[config.mk]
export PLATFORM = sky130hd
export DESIGN_NAME = source_text_tokenizer_unit
export DESIGN_NICKNAME = d
export VERILOG_FILES = /design/src/stt_pkg.sv /design/src/stt_scan.sv /design/src/stt_outq.sv /design/src/source_text_tokenizer_unit.sv
export SDC_FILE = /design/constraint.sdc
export NUM_CORES = 1
export LEC_CHECK = 0
export BUFFER_PORTS_ARGS = -buffer_cell sky130_fd_sc_hd__buf_2
export CAP_MARGIN = 20
export CORE_MARGIN = 4
export CORE_UTILIZATION = 57
export DETAILED_ROUTE_END_ITERATION = 10
export GPL_TIMING_DRIVEN = 0
export PLACE_DENSITY_LB_ADDON = 0.15
export SLEW_MARGIN = 0
export SYNTH_ARGS = -nofsm -noshare
export SYNTH_HDL_FRONTEND = slang
export SYNTH_HIERARCHICAL = 1
export SYNTH_SLANG_ARGS = --single-unit
[constraint.sdc]
create_clock -name clk -period 9.77 [get_ports clk]
set_input_delay 1.4655 -clock clk [delete_from_list [all_inputs] [get_ports clk]]
set_output_delay 1.4655 -clock clk [all_outputs]
set_load 0.1 [all_outputs]
[src/stt_pkg.sv]
`timescale 1ns / 1ps
// ----------------------------------------------------------------------------
// stt_pkg
// types, kind codes, scan modes and keyword matching for the tokenizer
// ----------------------------------------------------------------------------
package stt_pkg;

  localparam int KEYWORD_CHARS_DEF = 6;
  localparam int OFFSET_BITS_DEF   = 24;

  localparam int LINE_W = 20;
  localparam int COL_W  = 16;
  localparam int OFF_W  = 24;
  localparam int LEN_W  = 16;
  localparam int KIND_W = 6;

  localparam logic [KIND_W-1:0] K_EOF    = 6'd0;
  localparam logic [KIND_W-1:0] K_IDENT  = 6'd1;
  localparam logic [KIND_W-1:0] K_INT    = 6'd2;
  localparam logic [KIND_W-1:0] K_DEC    = 6'd3;
  localparam logic [KIND_W-1:0] K_FN     = 6'd4;
  localparam logic [KIND_W-1:0] K_LET    = 6'd5;
  localparam logic [KIND_W-1:0] K_RETURN = 6'd6;
  localparam logic [KIND_W-1:0] K_IF     = 6'd7;
  localparam logic [KIND_W-1:0] K_ELSE   = 6'd8;
  localparam logic [KIND_W-1:0] K_WHILE  = 6'd9;
  localparam logic [KIND_W-1:0] K_FOR    = 6'd10;
  localparam logic [KIND_W-1:0] K_TRUE   = 6'd11;
  localparam logic [KIND_W-1:0] K_FALSE  = 6'd12;
  localparam logic [KIND_W-1:0] K_I32    = 6'd13;
  localparam logic [KIND_W-1:0] K_I64    = 6'd14;
  localparam logic [KIND_W-1:0] K_F32    = 6'd15;
  localparam logic [KIND_W-1:0] K_F64    = 6'd16;
  localparam logic [KIND_W-1:0] K_BOOL   = 6'd17;
  localparam logic [KIND_W-1:0] K_VOID   = 6'd18;
  localparam logic [KIND_W-1:0] K_LPAREN = 6'd19;
  localparam logic [KIND_W-1:0] K_RPAREN = 6'd20;
  localparam logic [KIND_W-1:0] K_LBRACE = 6'd21;
  localparam logic [KIND_W-1:0] K_RBRACE = 6'd22;
  localparam logic [KIND_W-1:0] K_COMMA  = 6'd23;
  localparam logic [KIND_W-1:0] K_COLON  = 6'd24;
  localparam logic [KIND_W-1:0] K_SEMI   = 6'd25;
  localparam logic [KIND_W-1:0] K_PLUS   = 6'd26;
  localparam logic [KIND_W-1:0] K_MINUS  = 6'd27;
  localparam logic [KIND_W-1:0] K_ARROW  = 6'd28;
  localparam logic [KIND_W-1:0] K_STAR   = 6'd29;
  localparam logic [KIND_W-1:0] K_SLASH  = 6'd30;
  localparam logic [KIND_W-1:0] K_MOD    = 6'd31;
  localparam logic [KIND_W-1:0] K_EQ     = 6'd32;
  localparam logic [KIND_W-1:0] K_ASSIGN = 6'd33;
  localparam logic [KIND_W-1:0] K_NE     = 6'd34;
  localparam logic [KIND_W-1:0] K_NOT    = 6'd35;
  localparam logic [KIND_W-1:0] K_LE     = 6'd36;
  localparam logic [KIND_W-1:0] K_LT     = 6'd37;
  localparam logic [KIND_W-1:0] K_GE     = 6'd38;
  localparam logic [KIND_W-1:0] K_GT     = 6'd39;
  localparam logic [KIND_W-1:0] K_AND    = 6'd40;
  localparam logic [KIND_W-1:0] K_OR     = 6'd41;
  localparam logic [KIND_W-1:0] K_ERROR  = 6'd42;

  localparam logic [3:0] M_IDLE    = 4'd0;
  localparam logic [3:0] M_IDENT   = 4'd1;
  localparam logic [3:0] M_NUMBER  = 4'd2;
  localparam logic [3:0] M_SLASH   = 4'd3;
  localparam logic [3:0] M_COMMENT = 4'd4;
  localparam logic [3:0] M_MINUS   = 4'd5;
  localparam logic [3:0] M_ASSIGN  = 4'd6;
  localparam logic [3:0] M_BANG    = 4'd7;
  localparam logic [3:0] M_LT      = 4'd8;
  localparam logic [3:0] M_GT      = 4'd9;
  localparam logic [3:0] M_AMP     = 4'd10;
  localparam logic [3:0] M_PIPE    = 4'd11;

  typedef struct packed {
    logic [KIND_W-1:0] kind;
    logic [LINE_W-1:0] line;
    logic [COL_W-1:0]  column;
    logic [OFF_W-1:0]  offset;
    logic [LEN_W-1:0]  length;
  } token_t;

  // keyword lookup over the first six buffered bytes and the full length
  function automatic logic [KIND_W-1:0] keyword_kind(input logic [47:0] buf6,
                                                     input logic [LEN_W-1:0] len);
    logic [KIND_W-1:0] k;
    k = K_IDENT;
    unique case (len)
      16'd2: begin
        if (buf6[15:0] == 16'h6e66) k = K_FN;
        else if (buf6[15:0] == 16'h6669) k = K_IF;
      end
      16'd3: begin
        if (buf6[23:0] == 24'h74656c) k = K_LET;
        else if (buf6[23:0] == 24'h726f66) k = K_FOR;
        else if (buf6[23:0] == 24'h323369) k = K_I32;
        else if (buf6[23:0] == 24'h343669) k = K_I64;
        else if (buf6[23:0] == 24'h323366) k = K_F32;
        else if (buf6[23:0] == 24'h343666) k = K_F64;
      end
      16'd4: begin
        if (buf6[31:0] == 32'h65736c65) k = K_ELSE;
        else if (buf6[31:0] == 32'h65757274) k = K_TRUE;
        else if (buf6[31:0] == 32'h6c6f6f62) k = K_BOOL;
        else if (buf6[31:0] == 32'h64696f76) k = K_VOID;
      end
      16'd5: begin
        if (buf6[39:0] == 40'h656c696877) k = K_WHILE;
        else if (buf6[39:0] == 40'h65736c6166) k = K_FALSE;
      end
      16'd6: begin
        if (buf6 == 48'h6e7275746572) k = K_RETURN;
      end
      default: k = K_IDENT;
    endcase
    return k;
  endfunction

endpackage

[src/stt_scan.sv]
`timescale 1ns / 1ps
// ----------------------------------------------------------------------------
// stt_scan
// scanner state and combinational token decode, up to two tokens per beat
// ----------------------------------------------------------------------------
module stt_scan #(
  parameter int KEYWORD_CHARS = stt_pkg::KEYWORD_CHARS_DEF,
  parameter int OFFSET_BITS   = stt_pkg::OFFSET_BITS_DEF
) (
  input  logic                clk,
  input  logic                rst,
  input  logic                step,
  input  logic                req_type,
  input  logic [7:0]          source_byte,
  output logic [1:0]          count,
  output stt_pkg::token_t     tok0,
  output stt_pkg::token_t     tok1
);

  localparam int KB_W = 8 * KEYWORD_CHARS;

  logic [3:0]                  scan_mode, scan_mode_next;
  logic [stt_pkg::LINE_W-1:0]  cur_line, cur_line_next, tok_line, tok_line_next;
  logic [stt_pkg::COL_W-1:0]   cur_col, cur_col_next, tok_col, tok_col_next;
  logic [OFFSET_BITS-1:0]      cur_off, cur_off_next, tok_off, tok_off_next;
  logic [stt_pkg::LEN_W-1:0]   tok_cnt, tok_cnt_next;
  logic                        point_seen, point_seen_next;
  logic [KB_W-1:0]             kbuf, kbuf_next;

  logic [7:0] b;
  logic is_dig, is_alp, is_blank, absorbed, have_pend;
  logic [stt_pkg::KIND_W-1:0] pend_kind, one_kind, kw_kind;
  logic [stt_pkg::LEN_W-1:0]  pend_len;
  logic [3:0] start_mode;
  logic [stt_pkg::OFF_W-1:0] tok_off_f, cur_off_f;

  function automatic logic [stt_pkg::OFF_W-1:0] off_field(input logic [OFFSET_BITS-1:0] v);
    logic [stt_pkg::OFF_W-1:0] r;
    if (OFFSET_BITS > stt_pkg::OFF_W) begin
      r = (v > OFFSET_BITS'({stt_pkg::OFF_W{1'b1}})) ? {stt_pkg::OFF_W{1'b1}}
        : stt_pkg::OFF_W'(v);
    end else begin
      r = stt_pkg::OFF_W'(v);
    end
    return r;
  endfunction

  assign b         = source_byte;
  assign is_dig    = (b >= 8'h30) && (b <= 8'h39);
  assign is_alp    = ((b >= 8'h61) && (b <= 8'h7a)) || ((b >= 8'h41) && (b <= 8'h5a))
                     || (b == 8'h5f);
  assign is_blank  = (b == 8'h20) || (b == 8'h09) || (b == 8'h0d) || (b == 8'h0a);
  assign tok_off_f = off_field(tok_off);
  assign cur_off_f = off_field(cur_off);

  always_comb begin
    logic [47:0] b6;
    b6 = '0;
    for (int i = 0; i < 6; i++) b6[8*i +: 8] = kbuf[8*i +: 8];
    kw_kind = stt_pkg::keyword_kind(b6, tok_cnt);
  end

  // pending token as it stands
  always_comb begin
    have_pend = 1'b1;
    pend_len  = 16'd1;
    pend_kind = stt_pkg::K_ERROR;
    unique case (scan_mode)
      stt_pkg::M_IDENT:  begin pend_kind = kw_kind; pend_len = tok_cnt; end
      stt_pkg::M_NUMBER: begin
        pend_kind = point_seen ? stt_pkg::K_DEC : stt_pkg::K_INT;
        pend_len  = tok_cnt;
      end
      stt_pkg::M_SLASH:  pend_kind = stt_pkg::K_SLASH;
      stt_pkg::M_MINUS:  pend_kind = stt_pkg::K_MINUS;
      stt_pkg::M_ASSIGN: pend_kind = stt_pkg::K_ASSIGN;
      stt_pkg::M_BANG:   pend_kind = stt_pkg::K_NOT;
      stt_pkg::M_LT:     pend_kind = stt_pkg::K_LT;
      stt_pkg::M_GT:     pend_kind = stt_pkg::K_GT;
      stt_pkg::M_AMP:    pend_kind = stt_pkg::K_ERROR;
      stt_pkg::M_PIPE:   pend_kind = stt_pkg::K_ERROR;
      default:           have_pend = 1'b0;
    endcase
  end

  always_comb begin
    start_mode = stt_pkg::M_IDLE;
    one_kind   = stt_pkg::K_ERROR;
    unique case (b)
      8'h28: one_kind = stt_pkg::K_LPAREN;
      8'h29: one_kind = stt_pkg::K_RPAREN;
      8'h7b: one_kind = stt_pkg::K_LBRACE;
      8'h7d: one_kind = stt_pkg::K_RBRACE;
      8'h2c: one_kind = stt_pkg::K_COMMA;
      8'h3a: one_kind = stt_pkg::K_COLON;
      8'h3b: one_kind = stt_pkg::K_SEMI;
      8'h2b: one_kind = stt_pkg::K_PLUS;
      8'h2a: one_kind = stt_pkg::K_STAR;
      8'h25: one_kind = stt_pkg::K_MOD;
      8'h2f: start_mode = stt_pkg::M_SLASH;
      8'h2d: start_mode = stt_pkg::M_MINUS;
      8'h3d: start_mode = stt_pkg::M_ASSIGN;
      8'h21: start_mode = stt_pkg::M_BANG;
      8'h3c: start_mode = stt_pkg::M_LT;
      8'h3e: start_mode = stt_pkg::M_GT;
      8'h26: start_mode = stt_pkg::M_AMP;
      8'h7c: start_mode = stt_pkg::M_PIPE;
      default: begin
        if (is_dig) start_mode = stt_pkg::M_NUMBER;
        else if (is_alp) start_mode = stt_pkg::M_IDENT;
      end
    endcase
  end

  always_comb begin
    stt_pkg::token_t t0, t1;
    logic [1:0] n;
    logic two;
    scan_mode_next  = scan_mode;
    cur_line_next   = cur_line;
    cur_col_next    = cur_col;
    cur_off_next    = cur_off;
    tok_line_next   = tok_line;
    tok_col_next    = tok_col;
    tok_off_next    = tok_off;
    tok_cnt_next    = tok_cnt;
    point_seen_next = point_seen;
    kbuf_next       = kbuf;
    absorbed        = 1'b0;
    two             = 1'b0;
    n  = 2'd0;
    t0 = '{kind: pend_kind, line: tok_line, column: tok_col, offset: tok_off_f,
           length: pend_len};
    t1 = '{kind: stt_pkg::K_EOF, line: cur_line, column: cur_col, offset: cur_off_f,
           length: '0};
    if (req_type) begin
      if (have_pend) begin
        n = 2'd2;
      end else begin
        n  = 2'd1;
        t0 = t1;
      end
      scan_mode_next  = stt_pkg::M_IDLE;
      cur_line_next   = 20'd1;
      cur_col_next    = 16'd1;
      cur_off_next    = '0;
      tok_line_next   = 20'd1;
      tok_col_next    = 16'd1;
      tok_off_next    = '0;
      tok_cnt_next    = '0;
      point_seen_next = 1'b0;
      kbuf_next       = '0;
    end else begin
      unique case (scan_mode) inside
        stt_pkg::M_IDENT: begin
          if (is_alp || is_dig) begin
            absorbed = 1'b1;
            for (int i = 0; i < KEYWORD_CHARS; i++)
              if (tok_cnt == 16'(i)) kbuf_next[8*i +: 8] = kbuf[8*i +: 8] | b;
          end
        end
        stt_pkg::M_NUMBER: begin
          if (is_dig || (b == 8'h2e && !point_seen)) begin
            absorbed = 1'b1;
            if (b == 8'h2e) point_seen_next = 1'b1;
          end
        end
        stt_pkg::M_SLASH:
          if (b == 8'h2f) begin absorbed = 1'b1; scan_mode_next = stt_pkg::M_COMMENT; end
        stt_pkg::M_COMMENT: begin
          if (b != 8'h0a) absorbed = 1'b1;
          else scan_mode_next = stt_pkg::M_IDLE;
        end
        stt_pkg::M_MINUS:  two = (b == 8'h3e);
        stt_pkg::M_ASSIGN, stt_pkg::M_BANG, stt_pkg::M_LT, stt_pkg::M_GT:
          two = (b == 8'h3d);
        stt_pkg::M_AMP:    two = (b == 8'h26);
        stt_pkg::M_PIPE:   two = (b == 8'h7c);
        default: ;
      endcase
      if ((scan_mode == stt_pkg::M_IDENT || scan_mode == stt_pkg::M_NUMBER) && absorbed
          && tok_cnt != 16'hffff)
        tok_cnt_next = tok_cnt + 16'd1;
      if (two) begin
        absorbed       = 1'b1;
        n              = 2'd1;
        t0.length      = 16'd2;
        scan_mode_next = stt_pkg::M_IDLE;
        unique case (scan_mode)
          stt_pkg::M_MINUS:  t0.kind = stt_pkg::K_ARROW;
          stt_pkg::M_ASSIGN: t0.kind = stt_pkg::K_EQ;
          stt_pkg::M_BANG:   t0.kind = stt_pkg::K_NE;
          stt_pkg::M_LT:     t0.kind = stt_pkg::K_LE;
          stt_pkg::M_GT:     t0.kind = stt_pkg::K_GE;
          stt_pkg::M_AMP:    t0.kind = stt_pkg::K_AND;
          default:           t0.kind = stt_pkg::K_OR;
        endcase
      end
      if (!absorbed) begin
        if (have_pend) begin
          n              = 2'd1;
          scan_mode_next = stt_pkg::M_IDLE;
        end
        if (!is_blank) begin
          tok_line_next   = cur_line;
          tok_col_next    = cur_col;
          tok_off_next    = cur_off;
          tok_cnt_next    = 16'd1;
          point_seen_next = 1'b0;
          kbuf_next       = '0;
          if (start_mode == stt_pkg::M_IDENT) kbuf_next[7:0] = b;
          scan_mode_next = start_mode;
          if (start_mode == stt_pkg::M_IDLE) begin
            t1 = '{kind: one_kind, line: cur_line, column: cur_col, offset: cur_off_f,
                   length: 16'd1};
            if (have_pend) n = 2'd2;
            else begin n = 2'd1; t0 = t1; end
          end
        end
      end
      if (b == 8'h0a) begin
        if (cur_line != {stt_pkg::LINE_W{1'b1}}) cur_line_next = cur_line + 20'd1;
        cur_col_next = 16'd1;
      end else if (cur_col != {stt_pkg::COL_W{1'b1}}) begin
        cur_col_next = cur_col + 16'd1;
      end
      if (cur_off != {OFFSET_BITS{1'b1}}) cur_off_next = cur_off + 1'b1;
    end
    count = n;
    tok0  = t0;
    tok1  = t1;
  end

  always_ff @(posedge clk) begin
    if (rst) begin
      scan_mode  <= stt_pkg::M_IDLE;
      cur_line   <= 20'd1;
      cur_col    <= 16'd1;
      cur_off    <= '0;
      tok_line   <= 20'd1;
      tok_col    <= 16'd1;
      tok_off    <= '0;
      tok_cnt    <= '0;
      point_seen <= 1'b0;
      kbuf       <= '0;
    end else if (step) begin
      scan_mode  <= scan_mode_next;
      cur_line   <= cur_line_next;
      cur_col    <= cur_col_next;
      cur_off    <= cur_off_next;
      tok_line   <= tok_line_next;
      tok_col    <= tok_col_next;
      tok_off    <= tok_off_next;
      tok_cnt    <= tok_cnt_next;
      point_seen <= point_seen_next;
      kbuf       <= kbuf_next;
    end
  end

endmodule

[src/stt_outq.sv]
`timescale 1ns / 1ps
// ----------------------------------------------------------------------------
// stt_outq
// four-entry token queue between decode and the result channel
// ----------------------------------------------------------------------------
module stt_outq (
  input  logic            clk,
  input  logic            rst,
  input  logic [1:0]      push_n,
  input  stt_pkg::token_t push0,
  input  stt_pkg::token_t push1,
  output logic            room,
  output logic            out_valid,
  input  logic            out_stall,
  output stt_pkg::token_t out_tok,
  output logic            out_last
);

  stt_pkg::token_t q [4];
  logic            ql [4];
  logic [1:0] rd, wr;
  logic [2:0] fill;
  logic pop;

  assign out_valid = (fill != 3'd0);
  assign pop       = out_valid && !out_stall;
  assign out_tok   = q[rd];
  assign out_last  = ql[rd];
  // room for two more after any pop this cycle is not counted
  assign room      = (fill <= 3'd2);

  always_ff @(posedge clk) begin
    if (push_n != 2'd0) begin
      q[wr]  <= push0;
      ql[wr] <= (push_n == 2'd1);
    end
    if (push_n == 2'd2) begin
      q[wr + 2'd1]  <= push1;
      ql[wr + 2'd1] <= 1'b1;
    end
  end

  always_ff @(posedge clk) begin
    if (rst) begin
      rd   <= '0;
      wr   <= '0;
      fill <= '0;
    end else begin
      wr   <= wr + push_n;
      rd   <= rd + {1'b0, pop};
      fill <= fill + {1'b0, push_n} - {2'b0, pop};
    end
  end

endmodule

[src/source_text_tokenizer_unit.sv]
`timescale 1ns / 1ps
// ----------------------------------------------------------------------------
// source_text_tokenizer_unit
// streaming lexer: source bytes in, tokens with position and length out
// ----------------------------------------------------------------------------
// channel  | handshake          | beat
// in       | in_valid/in_stall  | req_type, source_byte
// out      | out_valid/out_stall| token_kind .. token_length, last_of_run
//
// one input beat per cycle while in_stall is low; each beat is decoded in the cycle it is taken
// and its zero to two tokens are registered into a four-entry queue
// rst (synchronous) empties the queue and returns the scanner to line 1
// in_stall rises while the queue holds more than two tokens
module source_text_tokenizer_unit #(
  parameter int KEYWORD_CHARS = stt_pkg::KEYWORD_CHARS_DEF,
  parameter int OFFSET_BITS   = stt_pkg::OFFSET_BITS_DEF
) (
  input  logic                         clk,
  input  logic                         rst,
  input  logic                         in_valid,
  output logic                         in_stall,
  input  logic                         req_type,
  input  logic [7:0]                   source_byte,
  output logic                         out_valid,
  input  logic                         out_stall,
  output logic [stt_pkg::KIND_W-1:0]   token_kind,
  output logic [stt_pkg::LINE_W-1:0]   start_line,
  output logic [stt_pkg::COL_W-1:0]    start_column,
  output logic [stt_pkg::OFF_W-1:0]    start_offset,
  output logic [stt_pkg::LEN_W-1:0]    token_length,
  output logic                         last_of_run
);

  logic step, room;
  logic [1:0] n;
  stt_pkg::token_t t0, t1, ot;

  assign in_stall = !room;
  assign step     = in_valid && room;

  stt_scan #(.KEYWORD_CHARS(KEYWORD_CHARS), .OFFSET_BITS(OFFSET_BITS)) u_scan (
    .clk, .rst, .step, .req_type, .source_byte,
    .count(n), .tok0(t0), .tok1(t1)
  );

  stt_outq u_q (
    .clk, .rst,
    .push_n(step ? n : 2'd0), .push0(t0), .push1(t1),
    .room, .out_valid, .out_stall, .out_tok(ot), .out_last(last_of_run)
  );

  assign token_kind   = ot.kind;
  assign start_line   = ot.line;
  assign start_column = ot.column;
  assign start_offset = ot.offset;
  assign token_length = ot.length;

endmodule

# Word-level counts from Yosys, hierarchy flattened
# Memories as Yosys holds them, arrays and structs flattened. A register that Yosys moved wholly into a read port is not among the register bits.
# Index checks and enable logic that the tools add are counted.
[word_totals] ff_bits=196 mem_bits_rw=332 inputBits=13 output_inout_bits=85 elab_cells=246 memories=2
[memory_table] name="u_q.q" words=4 word_bits=82 rd=1 rd_ports_with_merged_regs=1 write_ports=2 line="stt_outq.sv:19" rtl="stt_pkg::token_t q [4];"
[memory_table] name="u_q.ql" words=4 word_bits=1 rd=1 rd_ports_with_merged_regs=1 write_ports=2 line="stt_outq.sv:20" rtl="logic ql [4];"
[op_classes] addsub=9 magnitude_cmp=7 eq_ne=66 muxes=108 n_bitwise=6 n_reduce_logical=35
[ops] cell="$mux W82" count=10
[ops] cell="$mux W48" count=5
[ops] cell="$mux W16" count=12
[ops] cell="$eq A8 B6 Y1 const B" count=17
[ops] cell="$eq A32 B31 Y1 const B" count=4
[ops] cell="$mux W20" count=6
[ops] cell="$mux W24" count=5
[ops] cell="$eq A24 B22 Y1 const B" count=4
[ops] cell="$eq A40 B39 Y1 const B" count=2
[ops] cell="$mux W6" count=10
[ops] cell="$pmux W6 S10" count=1
[ops] cell="$mux W8" count=7
[ops] cell="$eq A16 B3 Y1 const B" count=3
[ops] cell="$eq A24 B23 Y1 const B" count=2
[ops] cell="$eq A48 B47 Y1 const B" count=1
[ops] cell="$or A8 B8 Y8" count=6
[ops] cell="$pmux W6 S8" count=1
[ops] cell="$mux W4" count=9
[ops] cell="$pmux W4 S9" count=1
[ops] cell="$pmux W6 S6" count=1
[ops] cell="$add A16 B1 Y16 const B" count=2
[ops] cell="$eq A16 B15 Y1 const B" count=2
[ops] cell="$eq A16 B2 Y1 const B" count=2
[ops] cell="$eq A8 B7 Y1 const B" count=4
[ops] cell="other kinds (44)" count=114

# Depth between registers and ports, before layout
[logic_depth] ltp_word=16 mapped_depth=18 depth_no_buf=14

# By module
# The synthesis kept the hierarchy.
[by_module_without_submodules] module="stt_outq" instances=1 cells_per_inst=872 area_per_inst_um2=17755.8 seq_area_each_um2=10069.7
[by_module_without_submodules] module="stt_scan" instances=1 cells_per_inst=1266 area_per_inst_um2=10661.5 seq_area_each_um2=3783.6
[by_module_without_submodules] module="source_text_tokenizer_unit" instances=1 cells_per_inst=4 area_per_inst_um2=23.8 seq_area_each_um2=0.0

# Least setup slack after synthesis
# OpenSTA, ideal clock, no wires.
[synth_path] path_type="input-to-reg" startpoint="input source_byte[4]" endpoint="memory u_q/q[3][0] in the netlist's numbering, enable pin" setup_ps=648 t_arrival_ps=9772 required_ps=9122 setup_slack_ps=-650 stages=13 n_path_buf=3 cell_sequence="buf_2 > or3_1 > nor3_2 > or3_1 > nand3b_4 > or4_1 > buf_2 > nand2_1 > o21a_1 > and3_1 > buf_6 > nand2_1 > a21boi_0"
[synth_rtl] element="start: declaration" line="source_text_tokenizer_unit.sv:23" rtl="input logic [7:0] source_byte,"
[synth_rtl] element="end: declaration" line="stt_outq.sv:19"

==> results_tabular.tex <==
\begin{tabular}{lr}
\hline
Metric & Value \\
\hline
\multicolumn{2}{l}{\textbf{Run status}} \\
Outcome & complete, no violations \\
\multicolumn{2}{l}{\textbf{Setup path}} \\
Category of the worst setup path launch point & input port \\
Cell with the largest stage delay on the worst path & a21oi\_4 \\
Data arrival time of the critical path & 5.77 ns \\
Required time at the worst-slack endpoint & 10.07 ns \\
Delay of the slowest cell on the worst path & 0.70 ns \\
Endpoint class of the critical path & flop \\
Cell-by-cell listing of the critical path & clkbuf\_1, nand2\_1, o311ai\_1, or3\_1, nand3b\_4, or4\_1, buf\_2, nand2\_1, o21a\_1, and3\_1, buf\_6, nand2\_1, a21oi\_4, buf\_16, buf\_12 \\
Cell mode on critical path & nand2\_1 \\
Highest net fanout along the worst path & 23 \\
Worst setup path category & in -> reg \\
\multicolumn{2}{l}{\textbf{Detailed routing}} \\
DRT Wirelength & 72.55 mm \\
Detailed-route DRC error count & 0 \\
Avg Vias per Cell & 6.155 \\
Number of optimization iterations in the first detailed-route pass & 7 \\
Routed wire per std cell & 23.90 um \\
DR iter-0 viols & 1200 \\
Final ANT Viol Nets & 0 \\
Count of vias placed by the detailed router & 18.69k \\
\multicolumn{2}{l}{\textbf{Die}} \\
Ports placed on the boundary & 98 \\
Area enclosed by the die boundary & 53530 um2 \\
Standard-cell row count & 81 \\
Initial Utilization & 57.86\% \\
Die Y-Extent & 231.4 um \\
Die Width & 231.4 um \\
Total core area & 49150 um2 \\
\multicolumn{2}{l}{\textbf{Pwr}} \\
IR Drop Worst-Case VDD & 158.3 uV \\
Leakage Power & 11.71 nW \\
Power per cell area & 215.9 nW/um2 \\
\multicolumn{2}{l}{\textbf{Synthesis}} \\
Fraction of synthesis flops using an asynchronous set or reset pin & 0\% \\
Post-synth design cell area & 28440 um2 \\
Top\_reg\_cell synth & edfxtp\_1 \\
Mean Syn Cell Area & 13.28 um2 \\
Post-synth EDFFs & 328 \\
Share of the synthesized area in the top cell type & 34.63\% \\
Number of distinct library cells after synthesis & 98 \\
Synthesis warning total & 6 \\
Largest area contributor in the synthesized netlist & edfxtp\_1 \\
Sequential-to-total area share from yosys stat & 48.71\% \\
Total of flip-flops plus latches after synthesis & 528 \\
Most area-consuming cells after synthesis & edfxtp\_1 (35\%), dfxtp\_1 (14\%), mux2\_4 (13\%) \\
Post-synthesis cell count & 2142 \\
\multicolumn{2}{l}{\textbf{Clocking}} \\
Post-CTS setup buffers & 0 \\
Number of hold buffers added after cts & 0 \\
Buffer type at the clock tree root & clkbuf\_16 \\
TritonCTS Buffers & 54 \\
Sinks on the clock net & 528 \\
CTS resizes & 0 \\
CTS tree & done \\
Buffer depth of the longest clock path & 3 \\
Count of H-tree levels built during CTS & 2 \\
Worst-Skew Late Latency & 0.61 ns \\
Reg clk slew, reported paths & 0.06 ns \\
\multicolumn{2}{l}{\textbf{Timing}} \\
Final-layout setup total negative slack & 0 ns \\
Final setup fails & 0 \\
Final hold vios & 0 \\
Least-Margin Pin Slew & 1.113 ns \\
Maximum clock frequency & 182.6 MHz \\
Pins Over Slew Limit & 0 \\
Share of the clock period used by the worst path & 56.06\% \\
Post-layout minimum cycle time & 5.477 ns \\
Setup repair after global routing missed its margin & false \\
Final worst clock skew & 0.01547 ns \\
Worst max-slew margin expressed relative to the limit & 24.78\% \\
\multicolumn{2}{l}{\textbf{Global routing}} \\
Global-route congestion overflow total & 0 \\
First-pass GRT wire length & 112.3 mm \\
Busiest layer in global routing & met2 \\
Met3 track demand over resource & 4.744\% \\
Fraction of met1 tracks used by global routing & 35.91\% \\
Vias in the first global route & 18.96k \\
Initial antenna violation count & 3 \\
Largest net degree at the start of global routing & 25 \\
GR met2 Demand/Resource & 45.28\% \\
GRT Resource Usage Total & 26.86\% \\
\multicolumn{2}{l}{\textbf{Placement}} \\
Estimated wirelength of the detail-placed design & 50.87 mm \\
Final weighted congestion of routability-driven global placement & 0.9450 \\
Placed Instances & 2933 \\
Input/output buffers & 94 \\
\multicolumn{2}{l}{\textbf{Cells and area}} \\
Post-synthesis to final-layout area growth & 12.85\% \\
NumNets Final & 2350 \\
Final std cells w/o fill & 3036 \\
Fraction of layout instances using a drive strength above 1 & 31.27\% \\
\multicolumn{2}{l}{\textbf{Hold path}} \\
Class of the tightest hold or removal check & reg -> reg \\
\multicolumn{2}{l}{\textbf{Run}} \\
Number of max-cap violations & 0 \\
\hline
\end{tabular}
## path summary, 6_finish.rpt
| kind | cells after the start | startpoint | end | slack, ns |
|---|---|---|---|---|
| worst max-delay path | 15 | source_byte[3] | u_q/q[1][47] | 4.29 |
| worst min-delay path | 1 | u_scan/tok_off[18] | u_scan/tok_off[18] | 0.47 |
| worst max register to register | 15 | u_scan/scan_mode[1] | u_q/q[1][47] | 4.89 |
| worst min register to register | 1 | u_scan/tok_off[18] | u_scan/tok_off[18] | 0.47 |
## registers in the layout, indices dropped and copies added (netlist names), 16 cells and up
name,flops
u_scan/tok_line,20
u_scan/cur_col,16
u_scan/cur_line,20
u_scan/tok_off,24
u_scan/cur_off,24
u_scan/tok_col,16
u_scan/tok_cnt,16
u_q/q,328
u_scan/kbuf,48
## where the power goes
part           internal (W)  switching, W  leakage, nW  total, W
combinational      0.000527       0.00173         6.03   0.00226
sequential          0.00254     0.0000560         4.79   0.00260
clock               0.00121      0.000872        0.893   0.00208
total               0.00427       0.00266         11.7   0.00693
## kinds of logic after synthesis
group | after synthesis | synth area share (%)
other | 1 | 0.01319
multiplexers | 472 | 25.28
buffers and inverters | 189 | 4.720
AND/OR/NAND/NOR | 576 | 11.39
flip-flops | 528 | 48.71
AO/OA/AOI/OAI | 304 | 7.492
XOR/XNOR | 61 | 1.879
adder cells (fa/ha/maj) | 11 | 0.5103
## through the flow
stage / total power, W / instance area, um2 / hold slack, ns / utilization, % / worst slack [ns]
6_report: 0.006930 / 32090 / 0.4733 / 65.29 / 4.293
5_1_grt: 0.007153 / 32090 / 0.4856 / 65.29 / 4.092
3_5_place_dp: 0.004908 / 30280 / 0.4576 / 61.60 / 3.695
4_1_cts: 0.006987 / 32080 / 0.4748 / 65.27 / 4.330
3_3_place_gp: 0.004878 / 29790 / 0.4467 / 60.62 / -3.092
2_1_floorplan: 0.004445 / 28490 / 0.4280 / - / 1.409
## worst max-delay path: cells and delay by family
| family | cells | cell delay [ns] |
|---|---|---|
| simple gates | 7 | 1.66 |
| compound gates | 3 | 1.48 |
| buf+inv | 5 | 1.11 |
## final cells by class
cell class,instances,area (um2)
clock buffers,78,1617
well taps,664,830.8
inverters,29,108.9
repair buffers,114,907.1
fillers,3643,17060
flip-flops and latches,528,13850
clock inverters,22,190.2
diodes,2,5.005
multi-input cells,1439,13350
plain buffers,160,1234
## cells in the mapped netlist, types with 29 or more instances
master	number
a21oi_1	76
a22o_1	60
and2_1	36
buf_2	34
buf_4	29
clkbuf_1	55
dfxtp_1	200
edfxtp_1	328
mux2_1	60
mux2_2	77
mux2_4	251
mux4_2	83
nand2_1	76
nand3_1	47
nand4_1	33
nor2_1	150
nor3_1	39
o21ai_0	42
xnor2_1	34
## metal layers
| metal | vias up | part of all wire (%) |
|---|---|---|
| li1 | 8616 | - |
| met1 | 9375 | 43 |
| met2 | 563 | 49 |
| met3 | 130 | 5.8 |
| met4 | 2 | 2.8 |
| met5 | - | 0.018 |
## cells in the final DEF (no fill, tap or decap), types with 14 or more instances in the layout
master / synthesis / layout
nand4_1: 33 / 33
or3_1: 17 / 17
dfxtp_1: 200 / 200
buf_4: 29 / 29
inv_1: 28 / 28
clkbuf_1: 55 / 66
a211oi_1: 15 / 15
and3_1: 16 / 16
mux2_1: 60 / 60
conb_1: 1 / 15
nor2b_1: 19 / 19
mux4_2: 83 / 83
mux2_4: 251 / 251
buf_12: 25 / 32
a21oi_1: 76 / 75
nand3_1: 47 / 47
xnor2_1: 34 / 34
nor2_1: 150 / 150
a22o_1: 60 / 60
xor2_1: 27 / 27
clkbuf_16: 0 / 58
and2_1: 36 / 36
o21ai_0: 42 / 40
nor3_1: 39 / 39
mux2_2: 77 / 77
nand2b_1: 14 / 14
nand2_1: 76 / 76
nor4_1: 23 / 22
edfxtp_1: 328 / 328
buf_2: 34 / 130
a31oi_1: 16 / 16
Note: power is estimated with default switching activity, not from simulation.
